## src/rtl/lhce_pkg.sv

```systemverilog
// ----------------------------------------------------------------------------
// lhce_pkg
// Shared types and constants of the LZSS history copy engine.
// ----------------------------------------------------------------------------
`default_nettype none

package lhce_pkg;

    localparam int RING_AW_DEF = 13;

    // Widest decoded offset: length code 15 gives 2^14 plus 12 extra bits.
    localparam int OFF_W = 15;

    localparam logic [8:0] LITERAL_LIMIT = 9'd256;
    localparam logic [8:0] MIN_COPY      = 9'd3;
    localparam logic [8:0] MAX_SYMBOL    = 9'd509;
    localparam logic [8:0] COPY_BIAS     = LITERAL_LIMIT - MIN_COPY;
    localparam logic [7:0] FILL_BYTE     = 8'h20;

    typedef struct packed {
        logic [8:0]  symbol;
        logic [3:0]  offset_length;
        logic [11:0] offset_extra;
    } t_in_item;

    typedef struct packed {
        logic [7:0] byte0;
        logic [7:0] byte1;
        logic [7:0] byte2;
        logic [7:0] byte3;
        logic [2:0] byte_count;
        logic       last;
    } t_out_item;

endpackage

`default_nettype wire

```

## src/rtl/lhce_copy_ctrl.sv

```systemverilog
// ----------------------------------------------------------------------------
// lhce_copy_ctrl
// Command sequencer: clears the ring after reset, decodes the copy distance,
// issues ring reads, writes every produced byte back and packs bytes in fours.
// ----------------------------------------------------------------------------
`default_nettype none

module lhce_copy_ctrl #(
    parameter int RING_AW = 13
) (
    input  wire logic                      i_clk,
    input  wire logic                      i_rst_n,
    input  wire logic                      i_cmd_valid,
    input  wire lhce_pkg::t_in_item        i_cmd,
    output logic                           o_cmd_stall,
    input  wire logic                      i_out_free,
    output logic                           o_grp_valid,
    output lhce_pkg::t_out_item            o_grp,
    output logic                           o_mem_we,
    output logic      [RING_AW-1:0]        o_mem_waddr,
    output logic      [7:0]                o_mem_wdata,
    output logic                           o_mem_re,
    output logic      [RING_AW-1:0]        o_mem_raddr,
    input  wire logic [7:0]                i_mem_rdata
);
    import lhce_pkg::*;

    localparam int HB  = RING_AW;
    localparam int WW  = (HB > OFF_W) ? HB : OFF_W;

    // Clearing pass
    logic          r_clr_busy;
    logic [HB-1:0] r_clr_addr;

    // Issue side
    logic          r_active;
    logic          r_a_first;
    logic          r_lit;
    logic [7:0]    r_lit_byte;
    logic          r_fwd;
    logic [HB-1:0] r_rd_addr;
    logic [8:0]    r_left;

    // Write-back side
    logic          r_b_vld;
    logic          r_b_first;
    logic          r_b_last;
    logic [7:0]    r_prev;
    logic [HB-1:0] r_wp;
    logic [1:0]    r_slot;
    logic [7:0]    r_grp [4];

    // Command decode
    logic [8:0]     sym_sat;
    logic [8:0]     cmd_count;
    logic [3:0]     nbits;
    logic [OFF_W-1:0] ext;
    logic [OFF_W-1:0] offset;
    logic [WW-1:0]  offset_w;
    logic [HB-1:0]  copy_dist;
    logic [HB-1:0]  start;
    logic           is_lit;

    logic           accept;
    logic           grp_done;
    logic           b_go;
    logic           a_go;
    logic [7:0]     b_byte;
    logic [7:0]     gb [4];

    always_comb begin
        is_lit    = (i_cmd.symbol < LITERAL_LIMIT);
        sym_sat   = (i_cmd.symbol > MAX_SYMBOL) ? MAX_SYMBOL : i_cmd.symbol;
        cmd_count = sym_sat - COPY_BIAS;
        nbits     = i_cmd.offset_length - 4'd1;
        ext       = OFF_W'(i_cmd.offset_extra);
        if (i_cmd.offset_length < 4'd2) begin
            offset = OFF_W'(i_cmd.offset_length);
        end else begin
            for (int j = 0; j < OFF_W; j++) begin
                offset[j] = (j < int'(nbits)) ? ext[j] : (j == int'(nbits));
            end
        end
        offset_w  = WW'(offset);
        copy_dist = offset_w[HB-1:0];
        start     = r_wp - copy_dist - HB'(1);
    end

    assign o_cmd_stall = r_clr_busy || r_active || r_b_vld;
    assign accept      = i_cmd_valid && !o_cmd_stall;

    // A finished group needs the output register; otherwise hold both sides.
    assign grp_done = (r_slot == 2'd3) || r_b_last;
    assign b_go     = r_b_vld && (!grp_done || i_out_free);
    assign a_go     = r_active && (!r_b_vld || b_go);

    // Distance one: the byte needed was written in the same cycle as the read.
    assign b_byte = r_lit                 ? r_lit_byte :
                    (r_fwd && !r_b_first) ? r_prev     : i_mem_rdata;

    always_comb begin
        for (int s = 0; s < 4; s++) begin
            if (s < int'(r_slot)) begin
                gb[s] = r_grp[s];
            end else if (s == int'(r_slot)) begin
                gb[s] = b_byte;
            end else begin
                gb[s] = 8'h00;
            end
        end
        o_grp.byte0      = gb[0];
        o_grp.byte1      = gb[1];
        o_grp.byte2      = gb[2];
        o_grp.byte3      = gb[3];
        o_grp.byte_count = 3'(r_slot) + 3'd1;
        o_grp.last       = r_b_last;
    end

    assign o_grp_valid = b_go && grp_done;

    assign o_mem_re    = a_go;
    assign o_mem_raddr = r_rd_addr;
    assign o_mem_we    = r_clr_busy || b_go;
    assign o_mem_waddr = r_clr_busy ? r_clr_addr : r_wp;
    assign o_mem_wdata = r_clr_busy ? FILL_BYTE : b_byte;

    always_ff @(posedge i_clk) begin
        if (!i_rst_n) begin
            r_clr_busy <= 1'b1;
            r_clr_addr <= '0;
        end else if (r_clr_busy) begin
            r_clr_addr <= r_clr_addr + HB'(1);
            if (r_clr_addr == {HB{1'b1}}) begin
                r_clr_busy <= 1'b0;
            end
        end
    end

    always_ff @(posedge i_clk) begin
        if (!i_rst_n) begin
            r_active  <= 1'b0;
            r_a_first <= 1'b0;
            r_b_vld   <= 1'b0;
            r_b_first <= 1'b0;
            r_b_last  <= 1'b0;
            r_wp      <= '0;
            r_slot    <= 2'd0;
        end else begin
            if (accept) begin
                r_active  <= 1'b1;
                r_a_first <= 1'b1;
            end else if (a_go) begin
                r_a_first <= 1'b0;
                if (r_left == 9'd1) begin
                    r_active <= 1'b0;
                end
            end

            if (a_go) begin
                r_b_vld   <= 1'b1;
                r_b_first <= r_a_first;
                r_b_last  <= (r_left == 9'd1);
            end else if (b_go) begin
                r_b_vld <= 1'b0;
            end

            if (b_go) begin
                r_wp   <= r_wp + HB'(1);
                r_slot <= grp_done ? 2'd0 : r_slot + 2'd1;
            end
        end
    end

    // Payload registers
    always_ff @(posedge i_clk) begin
        if (accept) begin
            r_lit      <= is_lit;
            r_lit_byte <= i_cmd.symbol[7:0];
            r_fwd      <= (copy_dist == '0);
            r_rd_addr  <= start;
            r_left     <= is_lit ? 9'd1 : cmd_count;
        end else if (a_go) begin
            r_rd_addr <= r_rd_addr + HB'(1);
            r_left    <= r_left - 9'd1;
        end
        if (b_go) begin
            r_prev         <= b_byte;
            r_grp[r_slot]  <= b_byte;
        end
    end

endmodule

`default_nettype wire

```

## config.mk

```make
export PLATFORM = sky130hd
export DESIGN_NAME = lhce_copy_ctrl
export DESIGN_NICKNAME = d
export VERILOG_FILES = /design/src/rtl/lhce_pkg.sv /design/src/rtl/lhce_copy_ctrl.sv
export SDC_FILE = /design/constraint.sdc
export NUM_CORES = 1
export LEC_CHECK = 0
export BUFFER_PORTS_ARGS = -buffer_cell sky130_fd_sc_hd__buf_2
export CAP_MARGIN = 10
export CORE_UTILIZATION = 55
export DETAILED_ROUTE_END_ITERATION = 12
export PLACE_DENSITY = 0.79
export SYNTH_ARGS = -nofsm -noshare
export SYNTH_HDL_FRONTEND = slang
export SYNTH_SLANG_ARGS = --single-unit
```

## constraint.sdc

```tcl
create_clock -name i_clk -period 6.82 [get_ports i_clk]
set_clock_uncertainty 0.15 [all_clocks]
set_input_delay 1.023 -clock i_clk [delete_from_list [all_inputs] [get_ports i_clk]]
set_output_delay 1.023 -clock i_clk [all_outputs]
set_load 0.005 [all_outputs]
```

==> metrics.txt <==
detailed-placement wirelength estimate=approximately 10,000 um; actual slew at the worst max-slew pin=about 1100 ps; n_diodes=0; cts bufs inserted=9; final standard cell count with taps included and fillers excluded=approximately 870; synth unique cells=59; final RePlAce weighted congestion=just under 0.9; post-synth net total=a little under 700; Top-Level Pins=111; clock transition at the registers of the reported paths=~100 ps; final cycle utilization of the critical path=0.6586; mapped cell area=approximately 6000 sq um; width of the die=about 110 um; critical path arrival=4430 ps; max-cap violations=0; Post-Synthesis Cells=roughly 630; wirelength, routed=13,830 um; Mapped Avg Cell Area=9.480 sq um; post-layout min period=4492 ps; ys flop type=edfxtp_1; relative area change from synthesis to final layout=13.45%; number of flops mapped to enable cells by yosys=64; overall overflow remaining after global route=0; height of the die=106.3 um; 1st-iter DRT viols=274; final number of hold-violating endpoints=0; buffer levels on the longest clock path=2; ranking of synthesized cells by area=edfxtp_1, dfxtp_1, nand2_1; Post-CTS Hold Buffers=0; floorplan die area=~11,000 sq um; Max VDD drop=approximately 0.000088 V; CP max FO=15; type of the worst setup path=input pin to register; fin. max-slew vios=0; number of cells in the design after placement=roughly 850; total number of yosys warnings=0; PortBufs=between 100 and 150; number of storage elements in the synthesis netlist=98; Yosys top cell area share=0.3213; maximum operating frequency=between 200 and 250 MHz; share of synthesized flip-flops with an asynchronous set or reset=0; # rows=37; kind of start point of the critical path=input pin; startpoint of the lowest-slack register-to-register path=r_clr_busy; Crit path required time=about 6800 ps; starting density of the core=0.5743; leak pwr=approximately 2.9 nW; status=finished clean; number of setup buffers added after CTS=0; CTS sink count=about 100; clk_lat worst skew=approximately 370 ps; Final setup viols=0; hold path startpoint=r_b_first; antenna violations before repair=0; power per cell area=about 160 nW/um^2; Total Negative Setup Slacks=0 ps; depth of the CTS H-tree=3; remaining design rule violation count=0; worst min path class=register to register; worst reg-to-reg setup slack=3400 ps; area of the core region=about 10,000 sq um; Clock Tree Root=clkbuf_8; RSZ-0062 raised after global routing=false; ANT nets after route=0; CP endpoint kind=register; DRT Pass-1 Iters=5; post_cts resized=0; utilization after layout=0.6515; share of synthesized area occupied by flip-flops and latches=0.4351; vias per cell=about 5.6; via count of the first global-routing pass=roughly 4,700; cell count of the worst hold path=2; wire length of the first global-routing pass=22,360 um; detail-routed net length per standard cell=15.93 um; number of vias in the routed layout=roughly 5,000; end point of the worst hold path=r_b_first; largest net degree at the start of global routing=35; Layout Nets=791; share of final-layout standard cells stronger than drive strength 1=0.2131; total track usage=0.2503; Power, Total=between 0.001 and 0.0015 W; worst reg-to-reg path cell count=6; most frequent cells in the layout=buf_2, nand2_1, edfxtp_1, o21ai_0; largest area contributor in the synthesized netlist=edfxtp_1; endpoint of the worst register-to-register path=r_left[7]; slew margin rel.=0.2701; TritonCTS clock tree=built; most frequent standard cell in the layout excluding fill and tap cells=buf_2
## worst max-delay path: stages
cell      delay [ps]
buf_2            210
inv_1             90
ha_1             380
xor2_1           220
nor3_1           270
nand2_1          110
mux2i_1          120
or2_2            320
fa_1             470
o21ai_0          180
a21oi_1          100
o21ai_0          280
o21bai_1         120
a21oi_1          280
xor2_1           180
a21oi_1           80
## state kept, by name (all words and copies together) (netlist names), 2 cells and up
register / count
r_clr_addr: 13
r_prev: 8
r_slot: 2
r_left: 9
o_mem_raddr: 13
r_wp: 13
r_lit_byte: 8
r_grp: 24
## cell usage after synthesis (all sizes together) (13+ instances only)
cell / instances
a21o: 14
a21oi: 18
and2: 29
clkbuf: 18
dfxtp: 34
edfxtp: 64
ha: 26
inv: 26
mux2: 21
nand2: 89
nand3: 13
nor2: 28
o21ai: 60
or3: 13
xnor2: 34
xor2: 18
## power breakdown
part	switching, W	total (W)	internal [W]
Combinational	0.0000506	0.0000875	0.0000369
Sequential	0.00000160	0.000628	0.000626
Clock	0.000201	0.000366	0.000165
## worst max path at each step
stage                     startpoint             end
final                      i_cmd[12]  o_mem_raddr[8]
after global routing       i_cmd[12]  o_mem_raddr[8]
after CTS                  i_cmd[13]  o_mem_raddr[8]
after detailed placement   i_cmd[13]  o_mem_raddr[8]
after global placement     i_cmd[12]  o_mem_raddr[8]
after floorplan            i_cmd[12]  o_mem_raddr[8]
## layout make-up
cell class / instances / area (sq um)
fill: 876 / 3630
multi-input combinational: 481 / 3168
sequential: 98 / 2603
timing repair buffer: 111 / 558.0
clock buffer: 13 / 170.2
tap: 136 / 170.2
inverter: 26 / 97.59
clock inverter: 3 / 20.02
## per-stage QoR
stage	cell area (sq um)	setup slack, ps	hold slack [ps]
2_1_floorplan	5982	2296	288.3
3_3_place_gp	6596	2169	295.7
3_5_place_dp	6596	2015	321.1
4_1_cts	6787	2407	335.2
5_1_grt	6787	2034	348.7
6_report	6787	2328	332.7
## routing by layer
metal | share of wire | vias to the layer above | GRT usage
met3 | 0.049 | 22 | 0.04108
met2 | 0.50 | 154 | 0.4406
met4 | 0.021 | 0 | 0.09524
li1 | - | 2417 | -
met5 | 0 | - | 0
met1 | 0.43 | 2279 | 0.3060
## cell families (layout without fill, tap and decap cells)
| group | Yosys count | in the layout | synth area share |
|---|---|---|---|
| AND/OR/NAND/NOR | 235 | 235 | 0.1979 |
| AO/OA/AOI/OAI | 133 | 133 | 0.1364 |
| buffers and inverters | 52 | 153 | 0.03535 |
| flip-flops | 98 | 98 | 0.4351 |
| adder cells (fa/ha/maj) | 29 | 29 | 0.06128 |
| multiplexers | 32 | 32 | 0.05794 |
| XOR/XNOR | 52 | 52 | 0.07614 |
(Power assumes the default switching activity.)
